**src/hdl/adjacency_matrix_graph_store_top_macros.svh**
```systemverilog
// Assertion macros for the adjacency matrix graph store top level.
`ifndef ADJACENCY_MATRIX_GRAPH_STORE_TOP_MACROS_SVH
`define ADJACENCY_MATRIX_GRAPH_STORE_TOP_MACROS_SVH

// The consequent must hold in the same cycle as the antecedent.
`define AMG_ASSERT_SAME(lbl, clk, rst_n, ante, cons, msg) \
  lbl: assert property (@(posedge clk) disable iff (!rst_n) (ante) |-> (cons)) \
    else $error(msg);

// The consequent must hold in the cycle after the antecedent.
`define AMG_ASSERT_NEXT(lbl, clk, rst_n, ante, cons, msg) \
  lbl: assert property (@(posedge clk) disable iff (!rst_n) (ante) |=> (cons)) \
    else $error(msg);

`endif

```
**src/hdl/amg_ram.sv**
```systemverilog
// Generic single-port-write, single-port-read RAM with registered read data.
module amg_ram #(
  parameter int WIDTH = 8,
  parameter int DEPTH = 64
) (
  input  logic                     clk,
  input  logic                     we,
  input  logic [$clog2(DEPTH)-1:0] waddr,
  input  logic [WIDTH-1:0]         wdata,
  input  logic [$clog2(DEPTH)-1:0] raddr,
  output logic [WIDTH-1:0]         rdata
);

  logic [WIDTH-1:0] mem [DEPTH];

  // Write port and registered read port.
  always_ff @(posedge clk) begin
    if (we) begin
      mem[waddr] <= wdata;
    end
    rdata <= mem[raddr];
  end

endmodule

```
**config.mk**
```make
export PLATFORM = sky130hd
export DESIGN_NAME = amg_ram
export DESIGN_NICKNAME = d
export VERILOG_FILES = /design/src/hdl/adjacency_matrix_graph_store_top_macros.svh /design/src/hdl/amg_ram.sv
export SDC_FILE = /design/constraint.sdc
export NUM_CORES = 1
export LEC_CHECK = 0
export BUFFER_PORTS_ARGS = -buffer_cell sky130_fd_sc_hd__buf_2
export CORE_ASPECT_RATIO = 2
export CORE_UTILIZATION = 38
export DETAILED_ROUTE_END_ITERATION = 12
export PLACE_DENSITY = 0.54
export SLEW_MARGIN = 20
export SYNTH_ARGS = -nofsm -noshare
export SYNTH_HDL_FRONTEND = slang
export SYNTH_SLANG_ARGS = --single-unit
```
**constraint.sdc**
```tcl
create_clock -name clk -period 1.8 [get_ports clk]
set_input_delay 0.09 -clock clk [delete_from_list [all_inputs] [get_ports clk]]
set_output_delay 0.09 -clock clk [all_outputs]
set_load 0.005 [all_outputs]
```
; Word level (Yosys, flattened, before mapping)
; Memory sizes are Yosys's and may differ from the RTL's. A register that Yosys moved wholly into a read port is not among the register bits.
; Cells that the tools add are included.
[totals]
reg_bits = 0
ram_bits = 512
input_bits = 22
wordCells = 3
mem_count = 1
[mem_list]
columns = memory, depth, word_bits, rd, rd_clocked_by_memory_dff, write_ports, line_no
row1 = mem, 64, 8, 1, 1, 1, amg_ram.sv:14  ; logic [WIDTH-1:0] mem [DEPTH];
[classes]
n_mux = 2
[op_table]
columns = operator, count
row1 = 1-bit two-way mux, 2

; Depth between registers and ports, before layout
[depth]
word_depth = 2
ltp_mapped = 9
ltp_nobuf = 5

; Worst setup path before layout
; OpenSTA, ideal clock, no wires.
[synth_timing]
path_kind = input to register
startpoint = in raddr[1]
endpoint = reg rdata[3], read port of mem
setup_time_ps = 128
arrival_time_ps = 1630
required_ps = 1672
setup_slack_ps = 42
stages = 7
n_path_buf = 3
path_cell_list = buf_4 -> buf_2 -> buf_2 -> mux4_2 -> mux4_2 -> o21ai_1 -> o41ai_1
[synth_rtl]
columns = item, line_no
row1 = "start, declared", amg_ram.sv:10  ; input logic [$clog2(DEPTH)-1:0] raddr,
row2 = "end, declared", amg_ram.sv:11  ; output logic [WIDTH-1:0] rdata

==> qor.yml <==
status: "finished with violations"
violations: "setup timing"
ir_worst_vdd_v: 0.000603
crit_family: "multiplexers"
die_height_um: 328
pwr-share-clk_pct: 38.0
cts.path.max_buffers: 3
synth_seq_cells: 520
numCtsBuffers: 44
fin_tns_setup_ns: -0.313
p_per_area_nw_per_um2: 1010
regToRegSetupSlack_ns: -0.09
yosys.area_share.adder_pct: 0
drt_iter0_markers: 716
top_level_ports: 30
hold_path.class: "in2reg"
synth_flop_cell: "edfxtp_1"
end_kind: "flip-flop"
antenna_left: 0
rr_startpoint: "mem[15][2]$_DFFE_PP_"
finalSetupViolCount: 5
nNetsFinal: 1157
final.period_utilization_pct: 105
async_flop_share_pct: 0
post-dp-hpwl_um: 34500
critPathSlowestCell: "mux4_2"
grt_max_degree: 65
synth_top_area_share_pct: 76.2
die_x_um: 165
htreeDepth: 2
place.gp.congestion: 0.796
yosysSeqAreaShare_pct: 77.0
arrival_ns: 2.34
syn_nets: 962
critPathKind: "reg2reg"
skew_ns: 0.0180
crit_end: "rdata[2]$_DFF_P_"
internal_power_mw: 19.0
r2r_cells: 5
switching_share_pct: 21.1
synth_warnings: 0
num_antenna_cells: 0
synth_commonest_cells: "edfxtp_1, mux4_2, nor2_1"
crit_path_frequent_cell: "mux4_2"
crit_chain: "mux4_2 > mux4_2 > nor2_4 > nor3_4 > o2bb2ai_2"
grt_pass1_vias: 10500
grt_use_total_pct: 19.3
yosys.area_share.simple_pct: 3.39
die-area_um2: 54100
row_count: 119
top_layer: "met4"
dr_wl_met3_um: 1510
synth_compound_area_share_pct: 2.07
ys_top_cells_by_area: "edfxtp_1, mux4_2, nor2_1"
gr-total-overflow: 0
power.switching_mw: 5.08
synth_xor_area_share_pct: 0
slowest_delay_ns: 0.51
yosysMostFrequentCell: "edfxtp_1"
cp_max_fo: 1
syn_inst: 940
coreArea_um2: 52600
dpl_cell_area_um2: 22300
path_buf_inv: 0
synthMuxAreaShare_pct: 15.9
firstDrtPassIters: 5
p_comb_share_pct: 6.2
avgViaCountPerCell: 5.38
cp.required_ns: 2.25
fin_ws_ns: -0.0861
r2r-end: "rdata[2]$_DFF_P_"
p_leak_nw: 7.69
maxCapViolCount: 0
vias: 9860
initial_core_util_pct: 38.4
slew_headroom_pct: 27.4
syn_area_per_cell_um2: 21.5
cts_root_buffer: "clkbuf_16"
synth_top_family_by_area: "multiplexers"
layout-drive-gt1-share_pct: 35.2
cp.depth: 5
tritoncts: "done"
tightest_slew_ns: 1.09
max_freq_ghz: 0.530
routedWlPerCell_um: 27.3
antenna_found_initial: 1
slew_violations: 0
wl_um: 50100
drcViolationCount: 0
wl_met2_um: 28900
crit_start: "mem[15][2]$_DFFE_PP_"
wl_met1_um: 17100
period_minus_slack_ns: 1.89
rsz0062_at_grt: "true"
port_buffers: 29
netlist_area_um2: 20200
worstSkewPairLatency_ns: 0.58
pwr-share-seq_pct: 55.8
hold_viol: 0
worst_setup_hold_path_clk_slew_ns: 0.07
crit_path_start_kind: "flip-flop"
ys_types: 40
synth_edf_count: 512
design_area_um2: 23800
yosys.area.top_type: "edfxtp_1"
cts_sinks: 520
grt_pass1_wl_um: 72300
hold_ws_ns: 0.0279
syn_to_final_growth_pct: 18.1
## tightest hold or removal path, stage by stage
cell and delay [ns]:
buf_2 0.26, nand3_1 0.13, o32ai_1 0.07
## layout make-up
cell class	instances	area [um^2]
clock inverter	21	158
tap	665	832
fill	4419	28700
timing repair buffer	200	1620
clock buffer	59	1200
sequential	520	15500
multi-input combinational	369	4470
## worst min path at each step
stage | start | endpoint | slack, ns | cells after the start
4_1_cts | raddr[5] | rdata[6]$_DFF_P_ | -0.03 | 3
5_1_grt | raddr[5] | rdata[6]$_DFF_P_ | 0.05 | 3
6_report | raddr[5] | rdata[6]$_DFF_P_ | 0.03 | 3
3_3_place_gp | rdata[1]$_DFF_P_ | rdata[1] | 0.52 | 1
3_5_place_dp | rdata[1]$_DFF_P_ | rdata[1] | 0.51 | 1
2_1_floorplan | wdata[0] | mem[0][0]$_DFFE_PP_ | 0.19 | 0
## cell usage in the layout (no fill, tap or decap), types with 10 or more instances in the layout
cell,netlist,routed
nor2b_1,14,14
edfxtp_1,512,512
nor2_1,83,80
nand3_1,13,13
clkbuf_1,17,12
buf_2,11,26
mux4_2,126,126
clkinv_1,0,11
buf_12,2,13
mux2i_1,23,23
clkbuf_16,0,45
buf_4,13,155
nand2_1,19,19
mux2_2,13,10
## kinds of logic (layout without fill, tap and decap cells)
logic type | after synthesis | in the layout
muxes | 162 | 162
and+or+nand+nor | 153 | 153
buffers and inverters | 51 | 280
AOI/OAI and AO/OA | 54 | 54
DFF | 520 | 520
## power groups by stage
stage	logic, mW	clock network, mW	registers [mW]
after floorplan	0.714	0	13.7
after global placement	1.44	0	13.7
after detailed placement	1.46	0	13.7
after CTS	1.52	9.37	13.4
after global routing	1.59	9.71	13.4
final	1.50	9.16	13.4
## metrics by stage
| stage | cells | setup slack, ns | utilization, % | power (mW) |
|---|---|---|---|---|
| final | 1834 | -0.0861 | 45.3 | 24.1 |
| after global routing | 1834 | -0.126 | 45.3 | 24.7 |
| after CTS | 1834 | -0.105 | 45.3 | 24.3 |
| after detailed placement | 1750 | -0.652 | 42.3 | 15.2 |
| after global placement | 1750 | -0.662 | 42.3 | 15.1 |
| after floorplan | 940 | 0.0423 | - | 14.4 |
## routing by layer
layer,GRT usage [%],vias to the layer above
met1,20.3,5253
met5,0,-
met3,2.16,99
met4,10.4,0
li1,-,4299
met2,36.7,209
## sequential cells by signal (all words and copies together) (netlist names)
signal / flops
mem: 512
rdata: 8
## repair_timing
action                                  4_1_cts  5_1_grt
setup buffers                                 0        0
hold endpoints to repair                     29        0
gates cloned                                  0        0
gates resized for setup                      26        5
pin swaps                                     6        5
endpoints found under the setup margin        8        8
hold buffers                                  4        0
(Power assumes the default switching activity.)
