==> src/hdl/adjacency_matrix_graph_store_top_macros.svh <==
// Assertion macros for the adjacency matrix graph store top level.
`ifndef ADJACENCY_MATRIX_GRAPH_STORE_TOP_MACROS_SVH
`define ADJACENCY_MATRIX_GRAPH_STORE_TOP_MACROS_SVH

// The consequent must hold in the same cycle as the antecedent.
`define AMG_ASSERT_SAME(lbl, clk, rst_n, ante, cons, msg) \
  lbl: assert property (@(posedge clk) disable iff (!rst_n) (ante) |-> (cons)) \
    else $error(msg);

// The consequent must hold in the cycle after the antecedent.
`define AMG_ASSERT_NEXT(lbl, clk, rst_n, ante, cons, msg) \
  lbl: assert property (@(posedge clk) disable iff (!rst_n) (ante) |=> (cons)) \
    else $error(msg);

`endif

==> src/hdl/amg_pkg.sv <==
// Shared constants, codes and types of the adjacency matrix graph store.
package amg_pkg;

  // Default node capacity.
  localparam int NODE_CAP_DEF = 64;

  // Field widths of the request, response and configuration channels.
  localparam int ACT_W   = 4;
  localparam int NODE_W  = 6;
  localparam int STAT_W  = 2;
  localparam int LIMIT_W = 7;

  // Reset value of the node limit register.
  localparam logic [LIMIT_W-1:0] NODE_LIMIT_RST = 7'd64;

  // Request actions.
  localparam logic [ACT_W-1:0] ACT_CLEAR      = 4'd0;
  localparam logic [ACT_W-1:0] ACT_ADD_NODE   = 4'd1;
  localparam logic [ACT_W-1:0] ACT_ADD_EDGE   = 4'd2;
  localparam logic [ACT_W-1:0] ACT_SET_SEEN   = 4'd3;
  localparam logic [ACT_W-1:0] ACT_QUERY_SEEN = 4'd4;
  localparam logic [ACT_W-1:0] ACT_RESET_SEEN = 4'd5;
  localparam logic [ACT_W-1:0] ACT_NEIGHBOURS = 4'd6;
  localparam logic [ACT_W-1:0] ACT_IS_EMPTY   = 4'd7;
  localparam logic [ACT_W-1:0] ACT_HAS_EDGES  = 4'd8;

  // Response status codes.
  localparam logic [STAT_W-1:0] STAT_OK     = 2'd0;
  localparam logic [STAT_W-1:0] STAT_FULL   = 2'd1;
  localparam logic [STAT_W-1:0] STAT_ABSENT = 2'd2;

  // Commands from the controller to the neighbour scanner.
  typedef struct packed {
    logic load;
    logic shift;
  } scan_ctl_t;

  // Status of the neighbour scanner.
  typedef struct packed {
    logic              hit;
    logic              rest_zero;
    logic              empty;
    logic [NODE_W-1:0] idx;
  } scan_stat_t;

endpackage

==> src/hdl/amg_nbr_scan.sv <==
// Neighbour scanner: walks one adjacency row from the highest index down.
module amg_nbr_scan #(
  parameter int NODE_CAP = amg_pkg::NODE_CAP_DEF
) (
  input  logic                clk,
  input  amg_pkg::scan_ctl_t  ctl,
  input  logic [NODE_CAP-1:0] row_i,
  output amg_pkg::scan_stat_t stat
);

  localparam int AW = $clog2(NODE_CAP);

  logic [NODE_CAP-1:0] row_r;
  logic [NODE_CAP-1:0] row_nxt;
  logic [AW-1:0]       idx_r;
  logic [AW-1:0]       idx_nxt;

  // Load a fresh row, or step one bit lower per shift.
  always_comb begin
    row_nxt = row_r;
    idx_nxt = idx_r;
    if (ctl.load) begin
      row_nxt = row_i;
      idx_nxt = AW'(NODE_CAP - 1);
    end else if (ctl.shift) begin
      row_nxt = row_r << 1;
      idx_nxt = idx_r - 1'b1;
    end
  end

  always_ff @(posedge clk) begin
    row_r <= row_nxt;
    idx_r <= idx_nxt;
  end

  // The top bit of the shifted row belongs to the index in idx_r.
  assign stat.hit       = row_r[NODE_CAP-1];
  assign stat.rest_zero = (row_r[NODE_CAP-2:0] == '0);
  assign stat.empty     = (row_r == '0);
  assign stat.idx       = amg_pkg::NODE_W'(idx_r);

endmodule

==> config.mk <==
export PLATFORM = sky130hd
export DESIGN_NAME = amg_nbr_scan
export DESIGN_NICKNAME = d
export VERILOG_FILES = /design/src/hdl/adjacency_matrix_graph_store_top_macros.svh /design/src/hdl/amg_pkg.sv /design/src/hdl/amg_nbr_scan.sv
export SDC_FILE = /design/constraint.sdc
export NUM_CORES = 1
export LEC_CHECK = 0
export ABC_AREA = 1
export BUFFER_PORTS_ARGS = -buffer_cell sky130_fd_sc_hd__buf_2
export CAP_MARGIN = 10
export CORE_MARGIN = 2
export CORE_UTILIZATION = 50
export CTS_BUF_LIST = sky130_fd_sc_hd__clkbuf_4
export CTS_CLUSTER_DIAMETER = 30
export CTS_CLUSTER_SIZE = 30
export DETAILED_ROUTE_END_ITERATION = 8
export PLACE_DENSITY = 0.78
export SETUP_SLACK_MARGIN = 0.2
export SLEW_MARGIN = 10
export SYNTH_ARGS = -nofsm -noshare
export SYNTH_HDL_FRONTEND = slang
export SYNTH_SLANG_ARGS = --single-unit
==> constraint.sdc <==
create_clock -name clk -period 2.25 [get_ports clk]
set_input_delay 0.1125 -clock clk [delete_from_list [all_inputs] [get_ports clk]]
set_output_delay 0.1125 -clock clk [all_outputs]
set_load 0.05 [all_outputs]
# Word-level counts from Yosys, hierarchy flattened
# Index checks and enable logic that the tools add are counted.
dict set report classes {
  n_addsub 1
  n_mux 2
  n_reduce_logical 3
}
# cell count
set op_table {}
lappend op_table {{$mux W64} 2}
lappend op_table {{$logic_not A64 Y1} 1}
lappend op_table {{$logic_not A63 Y1} 1}
lappend op_table {{$sub A6 B1 Y6 const B} 1}
lappend op_table {{$reduce_bool A2 Y1} 1}
dict set report totals {
  regBits 70
  input_bits 67
  out_inout_bits 9
  word_cells 8
}

# Depth between registers and ports, before layout
dict set report logic_depth {
  ltp_word 2
  mapped_depth 7
  depth_no_buf 7
}

# Least setup slack after synthesis
# OpenSTA, ideal clock, no wires.
dict set report synth_path {
  path_kind {input-to-reg}
  start {in ctl[1] (netlist name)}
  end {reg row_r[0] (enable)}
  setup_time_ns 0.693
  arrival_time_ns 1.515
  required_time_ns 1.557
  slack_ns 0.042
  path_stages 4
  n_path_buf 2
  cell_sequence {buf_6 > inv_1 > buf_2 > nand2_1}
}
dict set report synth_between {
  elab_chain_len 1
}
# element line_no
set synth_lines {}
lappend synth_lines {{from (decl)} amg_nbr_scan.sv:6} ;# input amg_pkg::scan_ctl_t ctl,
lappend synth_lines {{$reduce_bool A2 Y1 (no line)} --}
lappend synth_lines {{to (signal assigned)} amg_nbr_scan.sv:32} ;# row_r <= row_nxt;
lappend synth_lines {{to (decl)} amg_nbr_scan.sv:13} ;# logic [NODE_CAP-1:0] row_r;
# No other way between the ends.
# A chain may end at the register's enable or synchronous reset.

==> out/summary.md <==
Final-report setup violation count: 0. The async set-reset flop share out of synthesis is 0%, and the y dimension of the die is 85.96 um. The residual DRC count was 0; the count of warnings emitted by yosys was 0. The worst hold path class was in -> reg. The number of instances in the synthesized netlist came out at 373.

The count of flip-flops with a built-in enable after synthesis was 64; the final instance area was 0.004298 sq mm. The run gives 9 as the TritonCTS buffer count. Yosys attributes the largest share of cell area to sky130_fd_sc_hd__edfxtp_1 (57%), sky130_fd_sc_hd__nand2_1 (16%), sky130_fd_sc_hd__o21ai_1 (6.0%). On the final layout, the worst clock skew is 0.01540 ns. Final non-filler cell total: 572. For this design the ratio of total power to cell area is 631.3 mW/mm^2. The final layout contains 558 nets. The run gives 0.003358 sq mm as the cell area after synthesis. The tool flagged a number of max-cap violations equal to 0.

Distinct cell type count of the synthesized netlist: 20. Setup repair after global routing could not meet its margin everywhere. The HPWL after detailed placement is 4.371 mm. The die area is 0.007388 sq mm.

The run gives 0 ns as the final total negative setup slack. Subtracting the final worst setup slack from the clock period gives 1.850 ns. After detailed placement, the design holds a cell count of 513. After global routing the overflow that remains totals 0. Data on the critical path arrives at its endpoint at 1.74 ns. For this block, the routed nets add up to 7.011 mm of wire. TritonCTS built the clock tree. The run gives 0 as the number of pins exceeding their max-slew limit in the final report.

The flow ran to the end, and the final reports show no timing, DRC or antenna violations. The root buffer cell chosen for the clock tree is sky130_fd_sc_hd__clkbuf_4. The ratio of final minimum period to clock period came out at 82.20%. At the end of routability-driven placement, the weighted congestion stood at 0.8126.

In this run the biggest area consumer among cell types represents 57.23% of the synthesized area. The count of nets left with antenna violations once routing finished came out at 0. The initial core utilization came out at 52.29%.

The number of iterations in the first detailed-routing pass is 5. A synthesized cell averages 9.003 sq um. The clock passes through at most 2 buffers. The static leakage is 2.004 nW, and the number of levels the H-tree was split into is 3. Start-to-end type of the worst setup path: reg -> out.

In this run, synthesis produced a sequential element count of 70. Worst IR drop on VDD: 346.8 uV. The post-synthesis cell type with the largest combined area is sky130_fd_sc_hd__edfxtp_1. The routed layout has 2697 vias. The endpoint type of the worst setup path was an output pin.

The ratio of cells with drive above 1 in the final layout was 24.44%; the synthesized net count was 441. The floorplan has 29 rows. The clock drives 70 sinks.

For the number of hold violations in the final report, the log shows 0. The region available for standard cell placement spans 0.006422 sq mm. In this run the worst path has a maximum fanout of 2. After detailed placement, the total cell area comes to 0.003749 sq mm. Number of top-level pins: 76.

The data required time of the worst path is 2.14 ns. The average via count per standard cell is 4.715. Count of input and output buffers: 75. Static timing analysis puts the maximum clock frequency at 540.7 MHz. For the worst-skew pair, the clock arrives at the later sink with an insertion delay of 0.40 ns.

The worst slew slack as a fraction of its limit is 72.41%. The number of global-route vias before repair came out at 2512. The first global-routing pass estimated 11.27 mm of wire. In the global route stage, overall resource usage came out at 20.04%.

The nature of the critical path startpoint was a flop. In the final routed layout, each cell accounts on average for 12.26 um. Measured along the x axis, the die boundary spans 85.96 um. Sequential cells were found to cover 60.80% of the synthesized design area.

The area added between synthesis and finish works out to 27.98%. After clock tree synthesis, the clock-pin slew on the worst setup and hold paths is 0.11 ns. The first routing iteration left 191 violations. Counting the fill cells in the layout gives 541. The design draws 0.002713 W. The most frequently used flop master after synthesis is sky130_fd_sc_hd__edfxtp_1. The number of antenna diodes in the final layout is 0. The initial antenna violation count is 0, and the actual transition at the worst max-transition pin is 0.4138 ns. The run gives 0.02581 ns as the final worst hold slack.

Entering global routing, the biggest net connects 115 pins.
Yosys cell counts, types with 4 or more instances:
master and count:
sky130_fd_sc_hd__buf_2 6, sky130_fd_sc_hd__buf_6 7, sky130_fd_sc_hd__dfxtp_1 6, sky130_fd_sc_hd__edfxtp_1 64
sky130_fd_sc_hd__inv_1 34, sky130_fd_sc_hd__inv_2 20, sky130_fd_sc_hd__nand2_1 139, sky130_fd_sc_hd__nand3_1 4
sky130_fd_sc_hd__nor2_1 29, sky130_fd_sc_hd__nor2_2 4, sky130_fd_sc_hd__o21ai_0 9, sky130_fd_sc_hd__o21ai_1 40
cell type report:
type	count	area, sq um	share of cell area (%)
Inverter	54	202.7	4.716
Tap cell	77	96.34	2.242
Clock inverter	2	8.758	0.2038
Timing Repair Buffer	122	855.8	19.91
Multi-Input combinational cell	233	987.2	22.97
Sequential cell	70	2042	47.51
Clock buffer	14	105.1	2.445
placed cells by master (no fill, tap or decap):
master / Yosys / layout
sky130_fd_sc_hd__a21oi_1: 1 / 1
sky130_fd_sc_hd__buf_12: 0 / 1
sky130_fd_sc_hd__buf_2: 6 / 72
sky130_fd_sc_hd__buf_4: 2 / 4
sky130_fd_sc_hd__clkbuf_4: 0 / 16
sky130_fd_sc_hd__clkinv_1: 0 / 1
sky130_fd_sc_hd__clkinv_2: 0 / 1
sky130_fd_sc_hd__dfxtp_1: 6 / 6
sky130_fd_sc_hd__dlygate4sd3_1: 0 / 43
sky130_fd_sc_hd__edfxtp_1: 64 / 64
sky130_fd_sc_hd__ha_1: 1 / 1
sky130_fd_sc_hd__inv_1: 34 / 34
sky130_fd_sc_hd__inv_2: 20 / 20
sky130_fd_sc_hd__nand2_1: 139 / 138
sky130_fd_sc_hd__nand2_2: 0 / 1
sky130_fd_sc_hd__nand3_1: 4 / 4
sky130_fd_sc_hd__nand4_1: 3 / 3
sky130_fd_sc_hd__nor2_1: 29 / 29
sky130_fd_sc_hd__nor2_2: 4 / 4
sky130_fd_sc_hd__nor2_4: 1 / 1
sky130_fd_sc_hd__nor3_2: 1 / 1
sky130_fd_sc_hd__o21ai_0: 9 / 9
sky130_fd_sc_hd__o21ai_1: 40 / 40
sky130_fd_sc_hd__or2_1: 1 / 1
per-stage QoR:
stage	utilization, %	setup slack [ns]
6_report	66.92	0.4005
5_1_grt	66.92	0.1913
4_1_cts	66.84	0.3424
3_5_place_dp	58.37	0.8159
3_3_place_gp	58.37	0.8217
2_1_floorplan	-	0.6658
worst paths after layout:
kind / from / to / slack (ns) / cells past startpoint
max: row_r[30]$_DFFE_PP_ / stat[7] / 0.40 / 8
min: row_i[52] / row_r[52]$_DFFE_PP_ / 0.03 / 3
max reg2reg: idx_r[0]$_SDFFE_PP1P_ / idx_r[4]$_SDFFE_PP1P_ / 1.16 / 7
min reg2reg: idx_r[5]$_SDFFE_PP1P_ / idx_r[5]$_SDFFE_PP1P_ / 0.47 / 2
worst max-delay path, stage by stage (launching register included):
cell                       delay, ns
sky130_fd_sc_hd__edfxtp_1       0.42
sky130_fd_sc_hd__inv_2          0.07
sky130_fd_sc_hd__nand2_1        0.05
sky130_fd_sc_hd__nor2_1         0.11
sky130_fd_sc_hd__nand2_1        0.06
sky130_fd_sc_hd__nor2_1         0.15
sky130_fd_sc_hd__nand2_1        0.12
sky130_fd_sc_hd__nor2_1         0.12
sky130_fd_sc_hd__clkbuf_4       0.24
registers in the layout (all words and copies together), names as in the netlist:
register	flops
idx_r	6
row_r	64
report_power, final:
group / switching (W) / internal (W)
Combinational: 0.000227 / 0.000177
Sequential: 0.0000520 / 0.00157
Clock: 0.000403 / 0.000286
routing by layer:
layer | up-vias | GRT usage (%) | part of all wire [%]
met3 | 11 | 3.465 | 4.3
met1 | 1194 | 26.33 | 46
met4 | 0 | 8.658 | 1.7
met2 | 72 | 32.77 | 48
li1 | 1420 | - | -
met5 | - | 0 | 0
logic make-up after synthesis:
| logic type | after synthesis | synth area share [%] |
|---|---|---|
| AOI/OAI and AO/OA | 50 | 7.451 |
| adders and majority gates | 1 | 0.3725 |
| buffers and inverters | 70 | 9.873 |
| DFF | 70 | 60.80 |
| and+or+nand+nor | 182 | 21.50 |
what timing repair did:
item                                    CTS  global route
hold buffers                             43             0
hold endpoints to repair                 43             0
resized for setup                         0             2
buffers inserted                          0             0
endpoints found under the setup margin    0             2
Power figures use the tool's default switching activity.
